`config.mk`:
```
export PLATFORM = sky130hd
export DESIGN_NAME = integrity_tree_metadata_address_gen
export DESIGN_NICKNAME = d
export VERILOG_FILES = /design/src/rtl/itmag_pkg.sv /design/src/rtl/itmag_front.sv /design/src/rtl/itmag_queue.sv /design/src/rtl/itmag_back.sv /design/src/rtl/integrity_tree_metadata_address_gen.sv
export VERILOG_INCLUDE_DIRS = /design/src /design/src/rtl
export SDC_FILE = /design/constraint.sdc
export NUM_CORES = 1
export LEC_CHECK = 0
export BUFFER_PORTS_ARGS = -buffer_cell sky130_fd_sc_hd__buf_2
export CAP_MARGIN = 10
export CELL_PAD_IN_SITES_DETAIL_PLACEMENT = 1
export CELL_PAD_IN_SITES_GLOBAL_PLACEMENT = 2
export CORE_MARGIN = 2
export CORE_UTILIZATION = 30
export DETAILED_ROUTE_END_ITERATION = 8
export HOLD_SLACK_MARGIN = 0.1
export PLACE_DENSITY_LB_ADDON = 0.08
export SETUP_SLACK_MARGIN = 0.02
export SLEW_MARGIN = 20
export SYNTH_ARGS = -nofsm -noshare
export SYNTH_HDL_FRONTEND = slang
export SYNTH_SLANG_ARGS = --single-unit
export TNS_END_PERCENT = 1
```
`constraint.sdc`:
```
create_clock -name aclk -period 21.8 [get_ports aclk]
set_input_delay 4.36 -clock aclk [delete_from_list [all_inputs] [get_ports aclk]]
set_output_delay 4.36 -clock aclk [all_outputs]
set_load 0.02 [all_outputs]
```
`src/rtl/integrity_tree_metadata_address_gen_defines.svh`:
```
// ----------------------------------------------------------------------------
// Integrity tree metadata address generator - assertion macros
// Shared property forms, clocked on aclk and disabled during reset.
// ----------------------------------------------------------------------------
`ifndef INTEGRITY_TREE_METADATA_ADDRESS_GEN_DEFINES_SVH
`define INTEGRITY_TREE_METADATA_ADDRESS_GEN_DEFINES_SVH

// same-cycle implication
`define ITMAG_ASSERT_NOW(label, ante, cons) \
    label: assert property (@(posedge aclk) disable iff (!aresetn) (ante) |-> (cons)) \
        else $error("itmag: same-cycle check failed");

// next-cycle implication
`define ITMAG_ASSERT_NEXT(label, ante, cons) \
    label: assert property (@(posedge aclk) disable iff (!aresetn) (ante) |=> (cons)) \
        else $error("itmag: next-cycle check failed");

`endif

```
`src/rtl/itmag_pkg.sv`:
```
// ----------------------------------------------------------------------------
// itmag_pkg
// Types, constants and codes shared by the metadata address generator.
// ----------------------------------------------------------------------------
`default_nettype none

package itmag_pkg;

    localparam int ADDR_BITS        = 40;
    localparam int EXTRA_LEVELS     = 7;
    localparam int RESPONSES_NEEDED = 10;
    localparam int NUM_WRITES       = 3 + EXTRA_LEVELS;
    localparam int STEP_W           = $clog2(NUM_WRITES);
    localparam int CNT_W            = 4;
    localparam int FIELD_W          = 40;
    localparam int QUEUE_DEPTH      = 4;
    localparam int QPTR_W           = $clog2(QUEUE_DEPTH);
    localparam int QCNT_W           = $clog2(QUEUE_DEPTH + 1);

    typedef logic [ADDR_BITS-1:0] aw_t;

    localparam aw_t FIRST_UPPER_SIZE = aw_t'(64'h0000_0000_0200_0000);
    localparam logic [6:0] MAC_BYTES   = 7'd8;
    localparam logic [6:0] BLOCK_BYTES = 7'd64;
    localparam logic [FIELD_W-1:0] DATA_LIMIT_RST = 40'h04_0000_0000;

    localparam logic KIND_WRITE    = 1'b0;
    localparam logic KIND_RESPONSE = 1'b1;

    localparam logic [1:0] RK_META     = 2'd0;
    localparam logic [1:0] RK_BUSY     = 2'd1;
    localparam logic [1:0] RK_RANGE    = 2'd2;
    localparam logic [1:0] RK_COMPLETE = 2'd3;

    localparam logic [1:0] REG_MAC_BASE     = 2'd0;
    localparam logic [1:0] REG_COUNTER_BASE = 2'd1;
    localparam logic [1:0] REG_TREE_BASE    = 2'd2;
    localparam logic [1:0] REG_DATA_LIMIT   = 2'd3;

    typedef struct packed {
        logic               kind;
        logic [FIELD_W-1:0] addr;
    } in_req_t;

    typedef struct packed {
        logic [1:0]         result_kind;
        logic [FIELD_W-1:0] out_addr;
        logic [6:0]         size_bytes;
        logic               last;
    } out_req_t;

    typedef struct packed {
        logic [FIELD_W-1:0] mac_base;
        logic [FIELD_W-1:0] counter_base;
        logic [FIELD_W-1:0] tree_base;
        logic [FIELD_W-1:0] data_limit;
    } cfg_t;

    typedef enum logic [1:0] {
        CMD_RUN,
        CMD_REJECT,
        CMD_ERROR,
        CMD_COMPLETE
    } cmd_op_t;

    typedef struct packed {
        cmd_op_t            op;
        logic [FIELD_W-1:0] addr;
    } cmd_t;

    typedef struct packed {
        logic valid;
        cmd_t cmd;
    } q_push_t;

    typedef struct packed {
        logic              empty;
        logic              full;
        logic [QCNT_W-1:0] count;
    } q_status_t;

    typedef struct packed {
        logic             busy;
        logic [CNT_W-1:0] resp_cnt;
    } fe_status_t;

    typedef enum logic {
        BK_IDLE,
        BK_RUN
    } bk_state_t;

endpackage

`default_nettype wire

```
`src/rtl/itmag_front.sv`:
```
// ----------------------------------------------------------------------------
// itmag_front
// Accepts requests, tracks the outstanding run and classifies each write
// request, and the response that ends a run, into a command for the back end.
// ----------------------------------------------------------------------------
`default_nettype none

module itmag_front
    import itmag_pkg::*;
(
    input  wire logic       aclk,
    input  wire logic       aresetn,
    input  wire cfg_t       cfg,
    input  wire logic       s_valid,
    output      logic       s_ready,
    input  wire in_req_t    s_data,
    input  wire q_status_t  q_status,
    output      q_push_t    push,
    output      fe_status_t status
);

    logic             busy_reg, busy_next;
    logic [CNT_W-1:0] cnt_reg, cnt_next;
    logic [FIELD_W-1:0] pending_reg, pending_next;
    logic [CNT_W-1:0] cnt_inc;
    logic             accept;

    assign s_ready = !q_status.full;
    assign accept  = s_valid && s_ready;
    assign cnt_inc = cnt_reg + CNT_W'(1);

    always_comb begin
        busy_next     = busy_reg;
        cnt_next      = cnt_reg;
        pending_next  = pending_reg;
        push.valid    = 1'b0;
        push.cmd.op   = CMD_RUN;
        push.cmd.addr = s_data.addr;
        if (accept) begin
            if (s_data.kind == KIND_RESPONSE) begin
                if (busy_reg) begin
                    cnt_next = cnt_inc;
                    if (cnt_inc >= CNT_W'(RESPONSES_NEEDED)) begin
                        push.valid    = 1'b1;
                        push.cmd.op   = CMD_COMPLETE;
                        push.cmd.addr = pending_reg;
                        busy_next     = 1'b0;
                        cnt_next      = '0;
                    end
                end
            end else if (busy_reg) begin
                push.valid  = 1'b1;
                push.cmd.op = CMD_REJECT;
            end else if (s_data.addr >= cfg.data_limit) begin
                push.valid  = 1'b1;
                push.cmd.op = CMD_ERROR;
            end else begin
                push.valid   = 1'b1;
                push.cmd.op  = CMD_RUN;
                busy_next    = 1'b1;
                cnt_next     = '0;
                pending_next = s_data.addr;
            end
        end
    end

    always_ff @(posedge aclk) begin
        if (!aresetn) begin
            busy_reg    <= 1'b0;
            cnt_reg     <= '0;
            pending_reg <= '0;
        end else begin
            busy_reg    <= busy_next;
            cnt_reg     <= cnt_next;
            pending_reg <= pending_next;
        end
    end

    assign status.busy     = busy_reg;
    assign status.resp_cnt = cnt_reg;

endmodule

`default_nettype wire

```
`src/rtl/itmag_queue.sv`:
```
// ----------------------------------------------------------------------------
// itmag_queue
// Short command queue between the front and back ends.
// ----------------------------------------------------------------------------
`default_nettype none

module itmag_queue
    import itmag_pkg::*;
(
    input  wire logic      aclk,
    input  wire logic      aresetn,
    input  wire q_push_t   push,
    input  wire logic      pop,
    output      cmd_t      head,
    output      q_status_t status
);

    cmd_t              entry_reg [QUEUE_DEPTH];
    logic [QPTR_W-1:0] wr_ptr_reg, rd_ptr_reg;
    logic [QCNT_W-1:0] count_reg;
    logic              do_push, do_pop;

    assign do_push = push.valid && (count_reg != QCNT_W'(QUEUE_DEPTH));
    assign do_pop  = pop && (count_reg != '0);

    always_ff @(posedge aclk) begin
        if (do_push) begin
            entry_reg[wr_ptr_reg] <= push.cmd;
        end
    end

    always_ff @(posedge aclk) begin
        if (!aresetn) begin
            wr_ptr_reg <= '0;
            rd_ptr_reg <= '0;
            count_reg  <= '0;
        end else begin
            if (do_push) begin
                wr_ptr_reg <= wr_ptr_reg + QPTR_W'(1);
            end
            if (do_pop) begin
                rd_ptr_reg <= rd_ptr_reg + QPTR_W'(1);
            end
            case ({do_push, do_pop})
                2'b10:   count_reg <= count_reg + QCNT_W'(1);
                2'b01:   count_reg <= count_reg - QCNT_W'(1);
                default: count_reg <= count_reg;
            endcase
        end
    end

    assign head         = entry_reg[rd_ptr_reg];
    assign status.empty = (count_reg == '0);
    assign status.full  = (count_reg == QCNT_W'(QUEUE_DEPTH));
    assign status.count = count_reg;

endmodule

`default_nettype wire

```
`src/rtl/itmag_back.sv`:
```
// ----------------------------------------------------------------------------
// itmag_back
// Drains commands and expands each run into its metadata writes: MAC,
// counter block, then the tree levels, through a registered result stage.
// ----------------------------------------------------------------------------
`default_nettype none

module itmag_back
    import itmag_pkg::*;
(
    input  wire logic      aclk,
    input  wire logic      aresetn,
    input  wire cfg_t      cfg,
    input  wire cmd_t      head,
    input  wire q_status_t q_status,
    output      logic      pop,
    output      logic      m_valid,
    input  wire logic      m_ready,
    output      out_req_t  m_data
);

    bk_state_t         state_reg, state_next;
    logic [STEP_W-1:0] step_reg, step_next;
    aw_t               off_reg, off_next;
    aw_t               acc_reg, acc_next;
    aw_t               size_reg, size_next;
    logic              m_valid_reg, m_valid_next;
    out_req_t          m_data_reg, m_data_next;

    logic              out_free;
    logic              last_step;
    aw_t               head_off;
    aw_t               step_base;
    aw_t               step_addr;

    assign out_free  = !m_valid_reg || m_ready;
    assign last_step = (step_reg == STEP_W'(NUM_WRITES - 1));
    assign head_off  = (aw_t'(head.addr) >> 8) << 5;

    always_comb begin
        if (step_reg == STEP_W'(1)) begin
            step_base = aw_t'(cfg.counter_base);
        end else if (step_reg == STEP_W'(2)) begin
            step_base = aw_t'(cfg.tree_base);
        end else begin
            step_base = acc_reg;
        end
    end

    assign step_addr = step_base + off_reg;

    // next state
    always_comb begin
        state_next = state_reg;
        unique case (state_reg)
            BK_IDLE: begin
                if (out_free && !q_status.empty && head.op == CMD_RUN) begin
                    state_next = BK_RUN;
                end
            end
            BK_RUN: begin
                if (out_free && last_step) begin
                    state_next = BK_IDLE;
                end
            end
            default: state_next = BK_IDLE;
        endcase
    end

    // datapath and outputs
    always_comb begin
        pop          = 1'b0;
        step_next    = step_reg;
        off_next     = off_reg;
        acc_next     = acc_reg;
        size_next    = size_reg;
        m_valid_next = m_valid_reg && !m_ready;
        m_data_next  = m_data_reg;
        unique case (state_reg)
            BK_IDLE: begin
                if (out_free && !q_status.empty) begin
                    pop                     = 1'b1;
                    m_valid_next            = 1'b1;
                    m_data_next.out_addr    = head.addr;
                    m_data_next.size_bytes  = '0;
                    m_data_next.last        = 1'b0;
                    case (head.op)
                        CMD_RUN: begin
                            m_data_next.result_kind = RK_META;
                            m_data_next.out_addr    =
                                FIELD_W'(aw_t'(cfg.mac_base) + head_off);
                            m_data_next.size_bytes  = MAC_BYTES;
                            step_next = STEP_W'(1);
                            off_next  = (head_off >> 11) << 8;
                            acc_next  = aw_t'(cfg.tree_base) + FIRST_UPPER_SIZE;
                            size_next = FIRST_UPPER_SIZE >> 3;
                        end
                        CMD_REJECT:   m_data_next.result_kind = RK_BUSY;
                        CMD_ERROR:    m_data_next.result_kind = RK_RANGE;
                        CMD_COMPLETE: m_data_next.result_kind = RK_COMPLETE;
                        default:      m_data_next.result_kind = RK_COMPLETE;
                    endcase
                end
            end
            BK_RUN: begin
                if (out_free) begin
                    m_valid_next            = 1'b1;
                    m_data_next.result_kind = RK_META;
                    m_data_next.out_addr    = FIELD_W'(step_addr);
                    m_data_next.size_bytes  = BLOCK_BYTES;
                    m_data_next.last        = last_step;
                    step_next = step_reg + STEP_W'(1);
                    off_next  = (off_reg >> 11) << 8;
                    if (step_reg >= STEP_W'(3)) begin
                        acc_next  = acc_reg + size_reg;
                        size_next = size_reg >> 3;
                    end
                end
            end
            default: begin
                pop = 1'b0;
            end
        endcase
    end

    always_ff @(posedge aclk) begin
        if (!aresetn) begin
            state_reg   <= BK_IDLE;
            step_reg    <= '0;
            m_valid_reg <= 1'b0;
        end else begin
            state_reg   <= state_next;
            step_reg    <= step_next;
            m_valid_reg <= m_valid_next;
        end
    end

    always_ff @(posedge aclk) begin
        off_reg    <= off_next;
        acc_reg    <= acc_next;
        size_reg   <= size_next;
        m_data_reg <= m_data_next;
    end

    assign m_valid = m_valid_reg;
    assign m_data  = m_data_reg;

endmodule

`default_nettype wire

```
`src/rtl/integrity_tree_metadata_address_gen.sv`:
```
// ----------------------------------------------------------------------------
// integrity_tree_metadata_address_gen
// Secure-memory write controller: turns a data write into its MAC, counter
// and integrity tree metadata writes, and reports run completion.
// ----------------------------------------------------------------------------
//   channel   ports                        payload
//   s_        s_valid / s_ready / s_data   in_req_t  (kind, addr)
//   m_        m_valid / m_ready / m_data   out_req_t (result_kind, out_addr,
//                                                     size_bytes, last)
//   cfg_      cfg_we / cfg_index / cfg_wdata   register write, no read-back
//
// A data write yields 3 + EXTRA_LEVELS (10) metadata writes, one per cycle
// while m_ready allows; counter and tree addresses share one back-end adder.
// The next command is popped as soon as the last write frees the result
// register, so results can run back to back. Rejects, range errors and
// completions yield one result each, registered after passing the queue.
// A 4-entry command queue decouples s_ from m_; s_ready drops only when full.
// Reset is synchronous on aresetn; no clearing pass is needed.
// ----------------------------------------------------------------------------
`default_nettype none

`include "integrity_tree_metadata_address_gen_defines.svh"

module integrity_tree_metadata_address_gen
    import itmag_pkg::*;
(
    input  wire logic               aclk,
    input  wire logic               aresetn,
    input  wire logic               cfg_we,
    input  wire logic [1:0]         cfg_index,
    input  wire logic [FIELD_W-1:0] cfg_wdata,
    input  wire logic               s_valid,
    output      logic               s_ready,
    input  wire in_req_t            s_data,
    output      logic               m_valid,
    input  wire logic               m_ready,
    output      out_req_t           m_data
);

    cfg_t       cfg_reg;
    q_push_t    push;
    q_status_t  q_status;
    cmd_t       head;
    logic       pop;
    fe_status_t fe_status;

    always_ff @(posedge aclk) begin
        if (!aresetn) begin
            cfg_reg.mac_base     <= '0;
            cfg_reg.counter_base <= '0;
            cfg_reg.tree_base    <= '0;
            cfg_reg.data_limit   <= DATA_LIMIT_RST;
        end else if (cfg_we) begin
            unique case (cfg_index)
                REG_MAC_BASE:     cfg_reg.mac_base     <= cfg_wdata;
                REG_COUNTER_BASE: cfg_reg.counter_base <= cfg_wdata;
                REG_TREE_BASE:    cfg_reg.tree_base    <= cfg_wdata;
                REG_DATA_LIMIT:   cfg_reg.data_limit   <= cfg_wdata;
                default:          cfg_reg              <= cfg_reg;
            endcase
        end
    end

    itmag_front u_front (
        .aclk     (aclk),
        .aresetn  (aresetn),
        .cfg      (cfg_reg),
        .s_valid  (s_valid),
        .s_ready  (s_ready),
        .s_data   (s_data),
        .q_status (q_status),
        .push     (push),
        .status   (fe_status)
    );

    itmag_queue u_queue (
        .aclk    (aclk),
        .aresetn (aresetn),
        .push    (push),
        .pop     (pop),
        .head    (head),
        .status  (q_status)
    );

    itmag_back u_back (
        .aclk     (aclk),
        .aresetn  (aresetn),
        .cfg      (cfg_reg),
        .head     (head),
        .q_status (q_status),
        .pop      (pop),
        .m_valid  (m_valid),
        .m_ready  (m_ready),
        .m_data   (m_data)
    );

    `ITMAG_ASSERT_NOW(a_idle_count_clear, !fe_status.busy, fe_status.resp_cnt == '0)
    `ITMAG_ASSERT_NOW(a_queue_bound, 1'b1, q_status.count <= QCNT_W'(QUEUE_DEPTH))
    `ITMAG_ASSERT_NOW(a_status_fields,
        m_valid && m_data.result_kind != RK_META,
        m_data.size_bytes == '0 && !m_data.last)
    `ITMAG_ASSERT_NEXT(a_full_stalls, q_status.full && !pop, !s_ready)

endmodule

`default_nettype wire

```
---- Yosys cells after proc, flatten, opt, wreduce, memory -nomap -nowiden ----
Memories as Yosys holds them, arrays and structs flattened. A register that Yosys moved wholly into a read port is not among the register bits.
Index checks and enable logic that the tools add are counted.
word-level totals
  output and inout bits ................... 52
  bits of input ports ..................... 88
  logic and storage cells ................. 139
  memories kept ........................... 1
  RAM bits ................................ 168
  register bits ........................... 388
cells by class
  mux-type cells .......................... 55
  equality and inequality tests ........... 20
  magnitude comparators ................... 3
  reduce and logical (&&, ||, !) cells .... 26
  bitwise gates (word level) .............. 4
  add/subtract/negate cells ............... 10
memory list
  memory             words  bits a word  read ports  clocked after Yosys merged registers in  write ports  line               RTL
  u_queue.entry_reg  4      42           1           1                                        1            itmag_queue.sv:18  cmd_t entry_reg [QUEUE_DEPTH];
operator list
  kind                                                                    count
  40-bit two-way mux                                                      14
  40-bit one-hot mux with 2 select lines                                  3
  43-bit two-way mux                                                      3
  50-bit two-way mux                                                      2
  50-bit one-hot mux with 2 select lines                                  1
  40-bit adder                                                            2
  47-bit two-way mux                                                      1
  40-bit by 26-bit adder with 40-bit output (second input constant)       1
  40-bit by 37-bit adder with 40-bit output                               1
  40-bit >= comparator                                                    1
  4-bit two-way mux                                                       8
  1-bit two-way mux                                                       13
  4-bit AND reduction                                                     3
  2-bit equality test (second input constant)                             5
  2-bit AND reduction                                                     5
  4-bit by 1-bit adder with 4-bit output (second input constant)          2
  2-bit != test (second input constant)                                   4
  2-bit one-hot mux with 4 select lines                                   1
  4-bit one-hot mux with 2 select lines                                   1
  1-bit logical AND                                                       7
  2-bit by 1-bit equality test with 1-bit output (second input constant)  3
  2-bit two-way mux                                                       3
  3-bit two-way mux                                                       2
  2-bit by 1-bit != test with 1-bit output (second input constant)        3
  other kinds (20)                                                        29

---- Depth between registers and ports, before layout ----
  depth in word-level cells ............... 9
  mapped depth ............................ 20

---- Modules after synthesis ----
Synthesis repeated with hierarchy kept, for this count alone.
unflattened totals
  cell total of the unflattened synthesis .. 2395
  area total of the unflattened synthesis .. 26289.0 sq um
by module, submodules not included
  module                               instances  sequential area each (sq um)  area each (sq um)  cells an instance
  itmag_back                           1          3693.5                        10412.5            1139
  itmag_queue                          1          5225.0                        6600.1             274
  integrity_tree_metadata_address_gen  1          3203.1                        5820.6             566
  itmag_front                          1          900.9                         3455.8             416

---- Worst setup path before layout ----
No wires, ideal clock.
  kind .................................... in2reg
  start point ............................. input port m_ready
  end point ............................... register u_back.acc_reg[10] (enable)
  path slack .............................. 10990 ps
  data arrival time ....................... 10286 ps
  path buffers ............................ 0
  setup time .............................. 524 ps
  stages on the path ...................... 3
  path through ............................ nor2b_1 > a21oi_1 > a21boi_0
between the ends
  longest elaborated chain between the ends .. 4
  elaborated cells between the ends (all ways) .. 5
  classes of those cells .................. 2 x eq/ne; 3 x reduce/logical
ends and longest elaborated chain
  item                                                       line                                       RTL
  from (decl)                                                integrity_tree_metadata_address_gen.sv:36  input wire logic m_ready,
  1-bit logical OR (*)                                       itmag_back.sv:36                           assign out_free = !m_valid_reg || m_ready;
  1-bit logical AND                                          itmag_back.sv:81                           if (out_free && !q_status.empty) begin
  2-bit by 1-bit != test with 1-bit output (no source line)  -
  4-bit AND reduction (no source line) (*)                   -
  to (signal assigned)                                       itmag_back.sv:140                          acc_reg <= acc_next;
  to (decl)                                                  itmag_back.sv:25                           aw_t acc_reg, acc_next;
Mark *: on every way between the ends. The rest lies on a longest branch, timed or not.
A chain may end at the register's enable or synchronous reset.

---- Worst setup path after layout ----
  start point ............................. input port s_data[0] (netlist bit)
  end point ............................... register u_front.pending_reg[26]
between the ends
  longest elaborated chain between the ends .. 3
ends and longest elaborated chain
  item                                  line                                       RTL
  from (decl)                           integrity_tree_metadata_address_gen.sv:34  input wire in_req_t s_data,
  40-bit >= comparator                  itmag_front.sv:54                          end else if (s_data.addr >= cfg.data_limit) begin
  1-bit NOT (no source line)            -
  4-bit AND reduction (no source line)  -
  to (signal assigned)                  itmag_front.sv:75                          pending_reg <= pending_next;
  to (decl)                             itmag_front.sv:24                          logic [FIELD_W-1:0] pending_reg, pending_next;
No other way between the ends.

==> results.yml <==
run_status:
  status: "complete, no violations"
critical_path:
  critical_path.endpoint_type: "flop"
  cp_slowest_cell: "o21ai_4"
  crit_path_class: "input pin to flop"
  critical_path.startpoint_type: "input pin"
  cpPeakStageDelay_ps: 610
  critical_path.cell_chain: "buf_2 -> inv_1 -> ha_1 -> nand2b_1 -> a21o_1 -> a211o_1 -> a21oi_1 -> o21ai_0 -> a21oi_1 -> o21ai_4 -> buf_4 -> mux2i_1 -> nor2b_1"
  arrival_ps: 7330
  timing.critical_path.buf_inv: 3
  crit_path_frequent_cell: "a21oi_1"
  critical_path_s_top_delay_family: "compound AO/OA/AOI/OAI gates"
  crit_required_ps: 22340
  cp_max_fo: 29
grt:
  groute.layer.met3.usage_pct: 2.39
  wire_length_of_the_first_global_routing_pass_um: 133000
  grt_remaining_overflow: 0
  met1_usage_pct: 28.6
  maximum_number_of_pins_on_one_net_before_global_route_repair: 123
  grt_most_used_layer: "met2"
  grt_use_total_pct: 19.6
  grt_util_met2_pct: 31.4
  grt_pass1_vias: 20100
  grt_antenna_before_repair: 6
route:
  drt.antenna.violating_nets: 0
  dr_total_vias: 19200
  number_of_design_rule_violations_left_after_detail_routing: 0
  route.final.wire_length_um: 88400
  drt_iter0_markers: 1008
  dr.pass1.iters: 5
  routedWlPerCell_um: 23.1
  detailed_route_vias_per_instance: 5.02
floorplan:
  core_area_um2: 86800
  chipWidth_um: 300
  total_die_area_um2: 89800
  die_y_um: 300
  row_count: 108
  initial_utilization_pct: 30.2
  floorplan.io_pins: 140
cells_and_area:
  layout.core_utilization_pct: 34.8
  fin_area_um2: 30200
  largest_register_ffs: 168
  layout-drive-gt1-share_pct: 14.5
  flow.area_growth_from_synthesis_pct: 15.3
  finalNetCount: 2822
  final-instance-count-excl-fill: 3822
sta:
  report.final.hold_viol_count: 0
  worst-slew-pin-transition_ps: 1060
  grt_setup_unrepaired: "no"
  final.period_utilization_pct: 31.2
  post-route-min-period_ps: 6790
  count_of_final_setup_violators: 0
  slew_headroom_pct: 28.5
  worst_clock_skew_ps: 30.2
  max_clock_freq_mhz: 147
  fin_hold_ws_ps: 468
  final_max_slew_viol_count: 0
  setup_total_negative_slack_ps: 0
yosys:
  postSynthAreaPerCell_um2: 10.4
  synth.yosys.warnings: 0
  combined_area_of_all_synthesized_cells_um2: 26200
  synth_flop_cell: "edfxtp_1"
  synth.yosys.seq_area_share_pct: 49.7
  synth.lib_cells_used.distinct: 77
  synth-edff-count: 287
  asyncSetResetFlopFracSynth_pct: 0
  synth_cells: 2530
  ys_ff_latch: 507
cts:
  cts.htree.levels: 2
  tritoncts.num_buffers: 60
  cts.hold.buffers_added: 0
  post-cts-setup-buffer-count: 0
  tritoncts: "done"
  ctsResizeCount: 0
  worst_skew_pair.late_latency_ps: 640
  cts_root_buffer: "clkbuf_16"
  numClockSinks: 507
  clkTransAtPathRegs_ps: 60
  cts.path.max_buffers: 3
place:
  port_buffers: 134
  detailed_place_hpwl_um: 64300
  placed_cell_area_um2: 28000
  gp_congestion: 0.818
  dpl.cell_count: 3706
hold_path:
  min-delay-path-class: "flop to flop"
pwr:
  ir_drop_uv: 102
  static-leakage-power_uw: 0.0111
  pwr_density_cell_nw_per_um2: 123
run:
  maxCapViolations: 0
final timing paths:
check	from	to	slack [ps]	depth (start not counted)
worst min register to register	cfg_reg[110]	cfg_reg[110]	470	2
worst min-delay path	cfg_reg[110]	cfg_reg[110]	470	2
worst max-delay path	s_data[0]	u_front.pending_reg[26]	15010	13
worst max register to register	u_back.step_reg[1]	u_back.m_data[40]	16370	16
kinds of logic after synthesis:
logic type      after synthesis  share of synthesized area (%)
flops                       507                           49.7
other cells                   1                         0.0143
simple gates                840                           14.1
mux                         179                           9.10
buf+inv                     208                           3.27
xor+xnor                    110                           3.67
fa+ha+maj                   121                           5.86
compound gates              564                           14.4
stage by stage:
step                setup WS [ps]  total power [uW]
CTS                         14870              3790
detailed placement          14190              2640
global placement            14220              2620
global route                14770              3950
finish                      15010              3730
floorplan                   10990              2150
tightest hold or removal path, delay by kind of cell, from the launching register on:
kind            cells  cell delay [ps]
compound gates      1               60
flops               1              310
simple gates        1               50
cell usage after synthesis, types with 15 or more instances:
cell type	n	area [um2]
a21oi_1	125	626
clkbuf_1	114	428
mux2i_1	86	861
nand3_1	34	170
a21o_1	52	390
mux4_2	42	946
and2_1	29	181
dfxtp_1	220	4400
xor2_1	54	473
a211oi_1	26	195
a31oi_1	15	93.8
ha_1	118	1480
o21ai_0	93	465
xnor2_1	56	490
a21boi_0	165	1240
mux2_2	50	563
nor2_1	114	428
edfxtp_1	287	8620
nand4_1	20	125
nand2_1	514	1930
nor2b_1	55	344
inv_1	66	248
nor3_1	15	75.1
and3_1	21	131
layer usage:
metal  part of all wire (%)  vias up
li1                       -     9177
met1                     50     9650
met2                     46      284
met3                    3.1       85
met4                    1.6        0
met5                      0        -
layout by cell type, fill, tap and decap left out, types with 26 or more instances in the layout:
cell         n
ha_1       118
clkbuf_16   61
dfxtp_1    217
a211oi_1    26
o21ai_0     92
a21o_1      52
mux2i_1     86
inv_1       66
xnor2_1     56
mux4_2      42
a21boi_0   164
nand3_1     33
nor2b_1     55
buf_2      133
a21oi_1    124
nor2_1     112
xor2_1      54
nand2_1    513
edfxtp_1   287
mux2_2      50
report_power, final:
part	total, uW	internal (uW)	switching (uW)
clock network	1120	685	435
registers	1280	1200	79.7
logic	1330	446	884
total	3730	2330	1400
cell type report:
type	instances	area (um2)
Sequential cell	507	13000
Multi-Input combinational cell	1819	12400
Clock inverter	38	571
Antenna cell	2	5.00
Clock buffer	76	1630
Tap cell	1155	1450
Timing Repair Buffer	159	865
Inverter	66	248
Fill cell	9636	56500
Note: power is estimated with default switching activity, not from simulation.
